[src/hw/rtl/assembler_token_scanner_top_defines.svh]
// Assertion macros for the assembler token scanner.
`ifndef ASSEMBLER_TOKEN_SCANNER_TOP_DEFINES_SVH
`define ASSEMBLER_TOKEN_SCANNER_TOP_DEFINES_SVH

`ifndef SYNTHESIS

// ante holds in this cycle -> cons holds in the same cycle
`define ATS_ASSERT_NOW(lbl, ante, cons) \
    lbl: assert property (@(posedge clk) disable iff (!rst_n) (ante) |-> (cons)) \
        else $error("ats assertion failed");

// ante holds in this cycle -> cons holds in the next cycle
`define ATS_ASSERT_NEXT(lbl, ante, cons) \
    lbl: assert property (@(posedge clk) disable iff (!rst_n) (ante) |=> (cons)) \
        else $error("ats assertion failed");

`else

`define ATS_ASSERT_NOW(lbl, ante, cons)
`define ATS_ASSERT_NEXT(lbl, ante, cons)

`endif

`endif

[src/hw/rtl/ats_pkg.sv]
// Types, constants and character tests shared by the token scanner modules.
package ats_pkg;

    localparam int CH_W  = 8;
    localparam int CLS_W = 3;
    localparam int LEN_W = 5;
    localparam int REC_N = 3;

    localparam logic [1:0] MODE_IDLE   = 2'd0;
    localparam logic [1:0] MODE_WORD   = 2'd1;
    localparam logic [1:0] MODE_SIGNED = 2'd2;

    localparam logic [1:0] WC_ALPHA = 2'd0;
    localparam logic [1:0] WC_NUM   = 2'd1;
    localparam logic [1:0] WC_MIXED = 2'd2;

    localparam logic [CLS_W-1:0] CLS_ALPHA = 3'd0;
    localparam logic [CLS_W-1:0] CLS_NUM   = 3'd1;
    localparam logic [CLS_W-1:0] CLS_MIXED = 3'd2;
    localparam logic [CLS_W-1:0] CLS_OP    = 3'd3;
    localparam logic [CLS_W-1:0] CLS_BAD   = 3'd4;
    localparam logic [CLS_W-1:0] CLS_END   = 3'd5;

    localparam logic REC_CHAR = 1'b0;
    localparam logic REC_DONE = 1'b1;

    localparam logic [CH_W-1:0] CH_NUL    = 8'h00;
    localparam logic [CH_W-1:0] CH_TAB    = 8'h09;
    localparam logic [CH_W-1:0] CH_CR     = 8'h0D;
    localparam logic [CH_W-1:0] CH_SPACE  = 8'h20;
    localparam logic [CH_W-1:0] CH_LPAREN = 8'h28;
    localparam logic [CH_W-1:0] CH_RPAREN = 8'h29;
    localparam logic [CH_W-1:0] CH_STAR   = 8'h2A;
    localparam logic [CH_W-1:0] CH_PLUS   = 8'h2B;
    localparam logic [CH_W-1:0] CH_COMMA  = 8'h2C;
    localparam logic [CH_W-1:0] CH_MINUS  = 8'h2D;
    localparam logic [CH_W-1:0] CH_COLON  = 8'h3A;
    localparam logic [CH_W-1:0] CH_ZERO   = 8'h30;
    localparam logic [CH_W-1:0] CH_NINE   = 8'h39;
    localparam logic [CH_W-1:0] CH_UC_A   = 8'h41;
    localparam logic [CH_W-1:0] CH_UC_Z   = 8'h5A;
    localparam logic [CH_W-1:0] CH_LC_A   = 8'h61;
    localparam logic [CH_W-1:0] CH_LC_Z   = 8'h7A;

    typedef struct packed {
        logic             kind;
        logic [CH_W-1:0]  ch;
        logic [CLS_W-1:0] cls;
        logic [LEN_W-1:0] len;
    } rec_t;

    // all records caused by one input byte
    typedef struct packed {
        logic [1:0]           cnt;
        rec_t [REC_N-1:0]     rec;
    } bundle_t;

    function automatic logic is_letter(input logic [CH_W-1:0] c);
        is_letter = (c >= CH_LC_A && c <= CH_LC_Z) || (c >= CH_UC_A && c <= CH_UC_Z);
    endfunction

    function automatic logic is_digit(input logic [CH_W-1:0] c);
        is_digit = c >= CH_ZERO && c <= CH_NINE;
    endfunction

    function automatic logic is_space(input logic [CH_W-1:0] c);
        is_space = c == CH_SPACE || (c >= CH_TAB && c <= CH_CR);
    endfunction

    function automatic logic is_op(input logic [CH_W-1:0] c);
        is_op = c == CH_COMMA || c == CH_LPAREN || c == CH_RPAREN ||
                c == CH_COLON || c == CH_STAR;
    endfunction

endpackage

[src/hw/rtl/ats_scanner.sv]
// Scan state and per-byte record generation.
module ats_scanner #(
    parameter int LEXEME_CAP = 16
) (
    input  logic                   clk,
    input  logic                   rst_n,
    input  logic                   accept,
    input  logic [7:0]             char_value,
    input  logic                   end_of_input,
    output ats_pkg::bundle_t       bundle,
    output logic                   push
);
    import ats_pkg::*;

    localparam int CNT_W = $clog2(LEXEME_CAP + 1);
    localparam logic [CNT_W-1:0] CAP = CNT_W'(LEXEME_CAP);
    localparam logic [CNT_W-1:0] ONE = CNT_W'(1);

    logic [1:0]       mode_reg, mode_next;
    logic [1:0]       class_reg, class_next;
    logic [CNT_W-1:0] count_reg, count_next;

    logic letter, digit, space, sign, open;
    rec_t close_rec, end_rec, char_rec, single_rec;
    logic [1:0] start_n;

    always_comb
    begin
        letter = is_letter(char_value);
        digit  = is_digit(char_value);
        space  = is_space(char_value);
        sign   = char_value == CH_PLUS || char_value == CH_MINUS;
        open   = mode_reg != MODE_IDLE;

        close_rec.kind = REC_DONE;
        close_rec.ch   = '0;
        close_rec.cls  = (mode_reg == MODE_WORD) ? {1'b0, class_reg} : CLS_NUM;
        close_rec.len  = LEN_W'(count_reg);

        end_rec.kind = REC_DONE;
        end_rec.ch   = '0;
        end_rec.cls  = CLS_END;
        end_rec.len  = '0;

        char_rec.kind = REC_CHAR;
        char_rec.ch   = char_value;
        char_rec.cls  = '0;
        char_rec.len  = '0;

        single_rec.kind = REC_DONE;
        single_rec.ch   = '0;
        single_rec.cls  = is_op(char_value) ? CLS_OP : CLS_BAD;
        single_rec.len  = LEN_W'(1);

        if (space)
            start_n = 2'd0;
        else if (letter || digit || sign)
            start_n = 2'd1;
        else
            start_n = 2'd2;

        mode_next  = mode_reg;
        class_next = class_reg;
        count_next = count_reg;
        bundle     = '0;

        priority if (end_of_input)
        begin
            if (open)
            begin
                bundle.rec[0] = close_rec;
                bundle.rec[1] = end_rec;
                bundle.cnt    = 2'd2;
            end
            else
            begin
                bundle.rec[0] = end_rec;
                bundle.cnt    = 2'd1;
            end
            mode_next  = MODE_IDLE;
            class_next = WC_ALPHA;
            count_next = '0;
        end
        else if (char_value == CH_NUL)
        begin
            bundle.cnt = 2'd0;
        end
        else if (mode_reg == MODE_WORD && (letter || digit))
        begin
            if (count_reg < CAP)
            begin
                count_next = count_reg + ONE;
                if (letter && class_reg == WC_NUM)
                    class_next = WC_MIXED;
                else if (digit && class_reg == WC_ALPHA)
                    class_next = WC_MIXED;
                bundle.rec[0] = char_rec;
                bundle.cnt    = 2'd1;
            end
        end
        else if (mode_reg == MODE_SIGNED && digit)
        begin
            if (count_reg < CAP)
            begin
                count_next    = count_reg + ONE;
                bundle.rec[0] = char_rec;
                bundle.cnt    = 2'd1;
            end
        end
        else
        begin
            // close any open token, then start a new one with this byte unless it is white space
            mode_next  = MODE_IDLE;
            class_next = WC_ALPHA;
            count_next = '0;
            if (letter || digit)
            begin
                mode_next  = MODE_WORD;
                class_next = letter ? WC_ALPHA : WC_NUM;
                count_next = ONE;
            end
            else if (sign)
            begin
                mode_next  = MODE_SIGNED;
                class_next = WC_NUM;
                count_next = ONE;
            end
            if (open)
            begin
                bundle.rec[0] = close_rec;
                bundle.rec[1] = char_rec;
                bundle.rec[2] = single_rec;
                bundle.cnt    = 2'd1 + start_n;
            end
            else
            begin
                bundle.rec[0] = char_rec;
                bundle.rec[1] = single_rec;
                bundle.cnt    = start_n;
            end
        end

        push = accept && bundle.cnt != 2'd0;
    end

    always_ff @(posedge clk or negedge rst_n)
    begin
        if (!rst_n)
        begin
            mode_reg  <= MODE_IDLE;
            class_reg <= WC_ALPHA;
            count_reg <= '0;
        end
        else if (accept)
        begin
            mode_reg  <= mode_next;
            class_reg <= class_next;
            count_reg <= count_next;
        end
    end

endmodule

[src/hw/rtl/ats_emitter.sv]
// Two-entry record-group queue and one-record-per-beat output.
module ats_emitter (
    input  logic                   clk,
    input  logic                   rst_n,
    input  logic                   push,
    input  ats_pkg::bundle_t       bundle,
    output logic                   full,
    output logic                   rec_valid,
    input  logic                   rec_stall,
    output ats_pkg::rec_t          rec,
    output logic                   last
);
    import ats_pkg::*;

    bundle_t    q_reg [2];
    logic       wr_reg, rd_reg;
    logic [1:0] fill_reg, fill_next;
    logic [1:0] idx_reg, idx_next;

    bundle_t head;
    logic    beat, pop;

    always_comb
    begin
        head      = q_reg[rd_reg];
        rec_valid = fill_reg != 2'd0;
        full      = fill_reg == 2'd2;
        unique case (idx_reg)
            2'd0:    rec = head.rec[0];
            2'd1:    rec = head.rec[1];
            2'd2:    rec = head.rec[2];
            default: rec = head.rec[0];
        endcase
        last = idx_reg == head.cnt - 2'd1;
        beat = rec_valid && !rec_stall;
        pop  = beat && last;

        unique case ({push, pop})
            2'b10:   fill_next = fill_reg + 2'd1;
            2'b01:   fill_next = fill_reg - 2'd1;
            default: fill_next = fill_reg;
        endcase

        if (pop)
            idx_next = 2'd0;
        else if (beat)
            idx_next = idx_reg + 2'd1;
        else
            idx_next = idx_reg;
    end

    always_ff @(posedge clk)
    begin
        if (push)
            q_reg[wr_reg] <= bundle;
    end

    always_ff @(posedge clk or negedge rst_n)
    begin
        if (!rst_n)
        begin
            wr_reg   <= 1'b0;
            rd_reg   <= 1'b0;
            fill_reg <= 2'd0;
            idx_reg  <= 2'd0;
        end
        else
        begin
            if (push)
                wr_reg <= ~wr_reg;
            if (pop)
                rd_reg <= ~rd_reg;
            fill_reg <= fill_next;
            idx_reg  <= idx_next;
        end
    end

endmodule

[src/hw/rtl/assembler_token_scanner_top.sv]
// Assembler token scanner top level: one source byte per beat in, one record per beat out.
// Accepts one byte per cycle while char_stall is low. Each byte yields zero to three records,
// which are registered into a queue and sent from it one per cycle while rec_stall is low.
// Scan state updates in the cycle a byte is taken, and the records of up to two bytes wait
// in a queue ahead of the output; the input stalls while it is full.
`include "assembler_token_scanner_top_defines.svh"

module assembler_token_scanner_top #(
    parameter int LEXEME_CAP = 16
) (
    input  logic       clk,
    input  logic       rst_n,
    input  logic       char_valid,
    output logic       char_stall,
    input  logic [7:0] char_value,
    input  logic       end_of_input,
    output logic       rec_valid,
    input  logic       rec_stall,
    output logic       record_kind,
    output logic [7:0] lexeme_char,
    output logic [2:0] token_class,
    output logic [4:0] token_length,
    output logic       last
);
    import ats_pkg::*;

    logic    accept, push, full;
    bundle_t bundle;
    rec_t    rec;

    assign char_stall = full;
    assign accept     = char_valid && !full;

    ats_scanner #(
        .LEXEME_CAP(LEXEME_CAP)
    ) u_scanner (
        .clk         (clk),
        .rst_n       (rst_n),
        .accept      (accept),
        .char_value  (char_value),
        .end_of_input(end_of_input),
        .bundle      (bundle),
        .push        (push)
    );

    ats_emitter u_emitter (
        .clk      (clk),
        .rst_n    (rst_n),
        .push     (push),
        .bundle   (bundle),
        .full     (full),
        .rec_valid(rec_valid),
        .rec_stall(rec_stall),
        .rec      (rec),
        .last     (last)
    );

    assign record_kind  = rec.kind;
    assign lexeme_char  = rec.ch;
    assign token_class  = rec.cls;
    assign token_length = rec.len;

    `ATS_ASSERT_NOW(a_stall_has_rec, char_stall, rec_valid)
    `ATS_ASSERT_NEXT(a_eoi_gives_rec, char_valid && !char_stall && end_of_input, rec_valid)
    `ATS_ASSERT_NEXT(a_group_continues, rec_valid && !rec_stall && !last, rec_valid)
    `ATS_ASSERT_NOW(a_end_is_last, rec_valid && record_kind == REC_DONE && token_class == CLS_END, last)

endmodule
[config.mk]
export PLATFORM = sky130hd
export DESIGN_NAME = assembler_token_scanner_top
export DESIGN_NICKNAME = d
export VERILOG_FILES = /design/src/hw/rtl/ats_pkg.sv /design/src/hw/rtl/ats_scanner.sv /design/src/hw/rtl/ats_emitter.sv /design/src/hw/rtl/assembler_token_scanner_top.sv
export VERILOG_INCLUDE_DIRS = /design/src /design/src/hw/rtl
export SDC_FILE = /design/constraint.sdc
export NUM_CORES = 1
export LEC_CHECK = 0
export ABC_AREA = 1
export BUFFER_PORTS_ARGS = -buffer_cell sky130_fd_sc_hd__buf_4
export CELL_PAD_IN_SITES_DETAIL_PLACEMENT = 1
export CELL_PAD_IN_SITES_GLOBAL_PLACEMENT = 2
export CORE_MARGIN = 5
export CORE_UTILIZATION = 35
export DETAILED_ROUTE_END_ITERATION = 10
export PLACE_DENSITY = 0.71
export SLEW_MARGIN = 20
export SYNTH_ARGS = -nofsm -noshare
export SYNTH_HDL_FRONTEND = slang
export SYNTH_SLANG_ARGS = --single-unit
[constraint.sdc]
create_clock -name clk -period 4.3 [get_ports clk]
set_clock_uncertainty 0.2 [all_clocks]
set_input_delay 1.29 -clock clk [delete_from_list [all_inputs] [get_ports clk]]
set_output_delay 1.29 -clock clk [all_outputs]
set_load 0.02 [all_outputs]
==> summary.txt <==
Run status
  • Outcome: finished clean

Synthesis
  • Synth top area cells: edfxtp_1, dfrtp_1, nor2_1
  • Post-synthesis adder-cell area fraction: 1.25%
  • Count leader, synth: edfxtp_1
  • Synth Flop Type: edfxtp_1
  • Post-Syn Area: 4000 µm²
  • Register bit count reported by yosys: 85
  • Asr flop ratio synth: between 10% and 20%
  • Synth cell types: 34
  • Compound-cell area share of the yosys netlist: a little over a tenth
  • Post-synth top area share: a little over half
  • XOR/XNOR share of the synthesized area: under 10%
  • Largest family of logic cells by synthesized area: simple AND/OR/NAND/NOR gates
  • Post-synthesis mux area share: less than 1%
  • Synthesis Warnings: 0
  • Synth Instances: 394
  • Post-synthesis sequential area ratio: 61.9%
  • Synth Area in Simple Gates: 19.2%
  • Avg Synthesized Cell Area: just over 10 µm²
  • Commonest cells post-synth: edfxtp_1, nor2_1, nand2_1
  • Post-Syn Nets: 411
  • EDFF count, synth: 70
  • Post-synth top area cell: edfxtp_1

Layout
  • Nets: roughly 450
  • N_diodes: 0
  • Layout fillers: roughly 1300
  • Number of flip-flops in the largest register: 70
  • Final non-filler cell total: 582
  • Core Util, Final: 41.9%
  • Area grow syn2layout: 18.4%
  • Share of layout cells above drive strength 1: 18.9%

Timing
  • Setup tns final: 0 ns
  • Slew Limit Headroom: between 50 and 60%
  • Final hold vios: 0
  • RSZ-0062 raised after global routing: false
  • Achievable Freq: 269 MHz
  • Final setup viols: 0
  • Worst slew pin tran: roughly 0.66 ns
  • Tmin final: approximately 3.7 ns
  • Slew Viols, Final: 0
  • Final period utilization: 86.5%

Floorplan
  • Die area: between 10000 and 15000 µm²
  • Initial Util: a little over a third
  • Die Y: 117 µm
  • Ports: 33
  • Row count: 39
  • Die Width: around 120 µm
  • Core ar.: 11300 µm²

Drt
  • DR iter-0 viols: 121
  • Routed via count: 2913
  • Drt drc: 0
  • Total Wirelength: 9.72 mm
  • DRT antenna net count: 0
  • Vias/cell: 5.01
  • Drt wl/cell: 16.7 µm
  • First-pass DRT Iterations: 4

Power and ir drop
  • Leakage: 1.94 nW
  • Tot Pwr: 3.37 mW
  • Worst vdd ir: 0.287 mV
  • Pwr dens: 710 nW/µm²

Setup path
  • WP data required: around 2.8 ns
  • Reg-to-Reg Start: u_scanner.mode_reg[1]
  • R2R depth: 8
  • Reg-to-Reg End: u_emitter.q_reg[1][6]
  • Critical path fanouts, max: 12
  • Setup CP Type: reg -> out
  • CP endpoint: lexeme_char[2]
  • CP endpoint kind: output port
  • Data arrival, critical path: roughly 2.2 ns
  • Startpoint Class: register
  • Crit path launch: u_emitter.idx_reg[0]
  • Flop2flop setup slack: 1.52 ns

Clock tree
  • Num Clock Sinks: 85
  • TritonCTS Buffers: 9
  • Worst skew pair latency: ~0.34 ns
  • Clock transition at path regs: 0.06 ns
  • Hold buffers post-CTS: 0
  • CTS tree: built
  • H-tree levels: 3
  • Post-CTS Setup Bufs: 0
  • Gates resized, CTS repair: 0
  • Root buffer cell: clkbuf_16
  • CTS max path bufs: 2

GRT
  • Largest net degree at the start of global routing: 36
  • Initial antenna violation count: 0
  • GRT met2 Usage: 25.5%
  • GRT overflow: 0
  • Met3 Use GR: approximately 2.7%
  • Met1 Usage GRT: 20.4%
  • Wire length of the first global-routing pass: 15.9 mm
  • Total Routing Usage GR: 15.4%
  • GR peak layer: met2
  • Vias in the first global route: 3129

Place
  • I/O Buffers: 32
  • Detail Placement HPWL: 7.10 mm
  • Placed insts: about 570
  • GP Congestion: 0.804

Worst hold path
  • Worst Hold Class: reg -> reg

Job
  • Max_cap viols: 0
-- critical path, stage by stage (launching register included) --
cell and delay [ns]:
dfrtp_1 0.40, inv_1 0.09, ha_1 0.56, nor2_1 0.09
buf_4 0.19, a221oi_1 0.27, nor2_1 0.11, buf_4 0.17
-- area by class of cell --
type,count,area [µm²],share of cell area [%]
clock buffers,9,225,4.75
clock inverters,7,78.8,1.66
inverters,46,173,3.64
multi-input cells,253,1320,27.7
flip-flops and latches,85,2480,52.3
well taps,143,179,3.77
repair buffers,39,293,6.18
-- stage by stage --
stage               hold slack, ns  instance area [µm²]  setup WS (ns)
floorplan                    0.242                 4010          0.501
global placement             0.271                 4440          0.568
detailed placement           0.268                 4440          0.525
CTS                          0.284                 4740          0.515
global route                 0.317                 4740          0.392
finish                       0.275                 4740          0.579
-- where the power goes --
part / leakage, nW / internal (mW) / switching, mW / total, mW
registers: 0.854 / 1.11 / 0.0601 / 1.17
logic: 0.932 / 0.487 / 0.921 / 1.41
clock network: 0.151 / 0.458 / 0.336 / 0.794
total: 1.94 / 2.05 / 1.32 / 3.37
-- metal layers --
| layer | vias up | part of all wire, % | wire (µm) |
|---|---|---|---|
| met3 | 14 | 3.5 | 341 |
| met4 | 0 | 1.6 | 155 |
| met1 | 1427 | 46 | 4510 |
| met2 | 39 | 49 | 4720 |
| li1 | 1433 | - | - |
| met5 | - | 0 | 0 |
-- layout by cell type (no fill, tap or decap), drive strengths merged --
| cell | instances |
|---|---|
| buf | 39 |
| clkinv | 2 |
| nor2 | 75 |
| a221oi | 2 |
| inv | 50 |
| bufinv | 1 |
| a21oi | 15 |
| ha | 4 |
| xnor2 | 1 |
| nor3 | 11 |
| dfrtp | 15 |
| clkbuf | 9 |
| o2111ai | 1 |
| or2 | 2 |
| nand2 | 57 |
| nand3 | 16 |
| o21ai | 41 |
| o32ai | 1 |
| xor2 | 5 |
| o22ai | 9 |
| nand4 | 6 |
| edfxtp | 70 |
| o211ai | 1 |
| o31ai | 1 |
| a22oi | 4 |
| mux2i | 1 |
-- cell families after synthesis --
logic type,count (synthesis)
flops,85
fa+ha+maj,4
simple gates,167
xor+xnor,6
compound gates,75
mux,1
buf+inv,56
-- how the worst min path moves through the flow --
stage / startpoint / depth (start not counted) / endpoint
3_5_place_dp: u_emitter.wr_reg / 2 / u_emitter.wr_reg
5_1_grt: u_emitter.wr_reg / 2 / u_emitter.wr_reg
2_1_floorplan: u_emitter.wr_reg / 2 / u_emitter.wr_reg
6_report: u_emitter.wr_reg / 2 / u_emitter.wr_reg
4_1_cts: u_emitter.wr_reg / 2 / u_emitter.wr_reg
3_3_place_gp: u_emitter.wr_reg / 2 / u_emitter.wr_reg
Note: power is estimated with default switching activity, not from simulation.
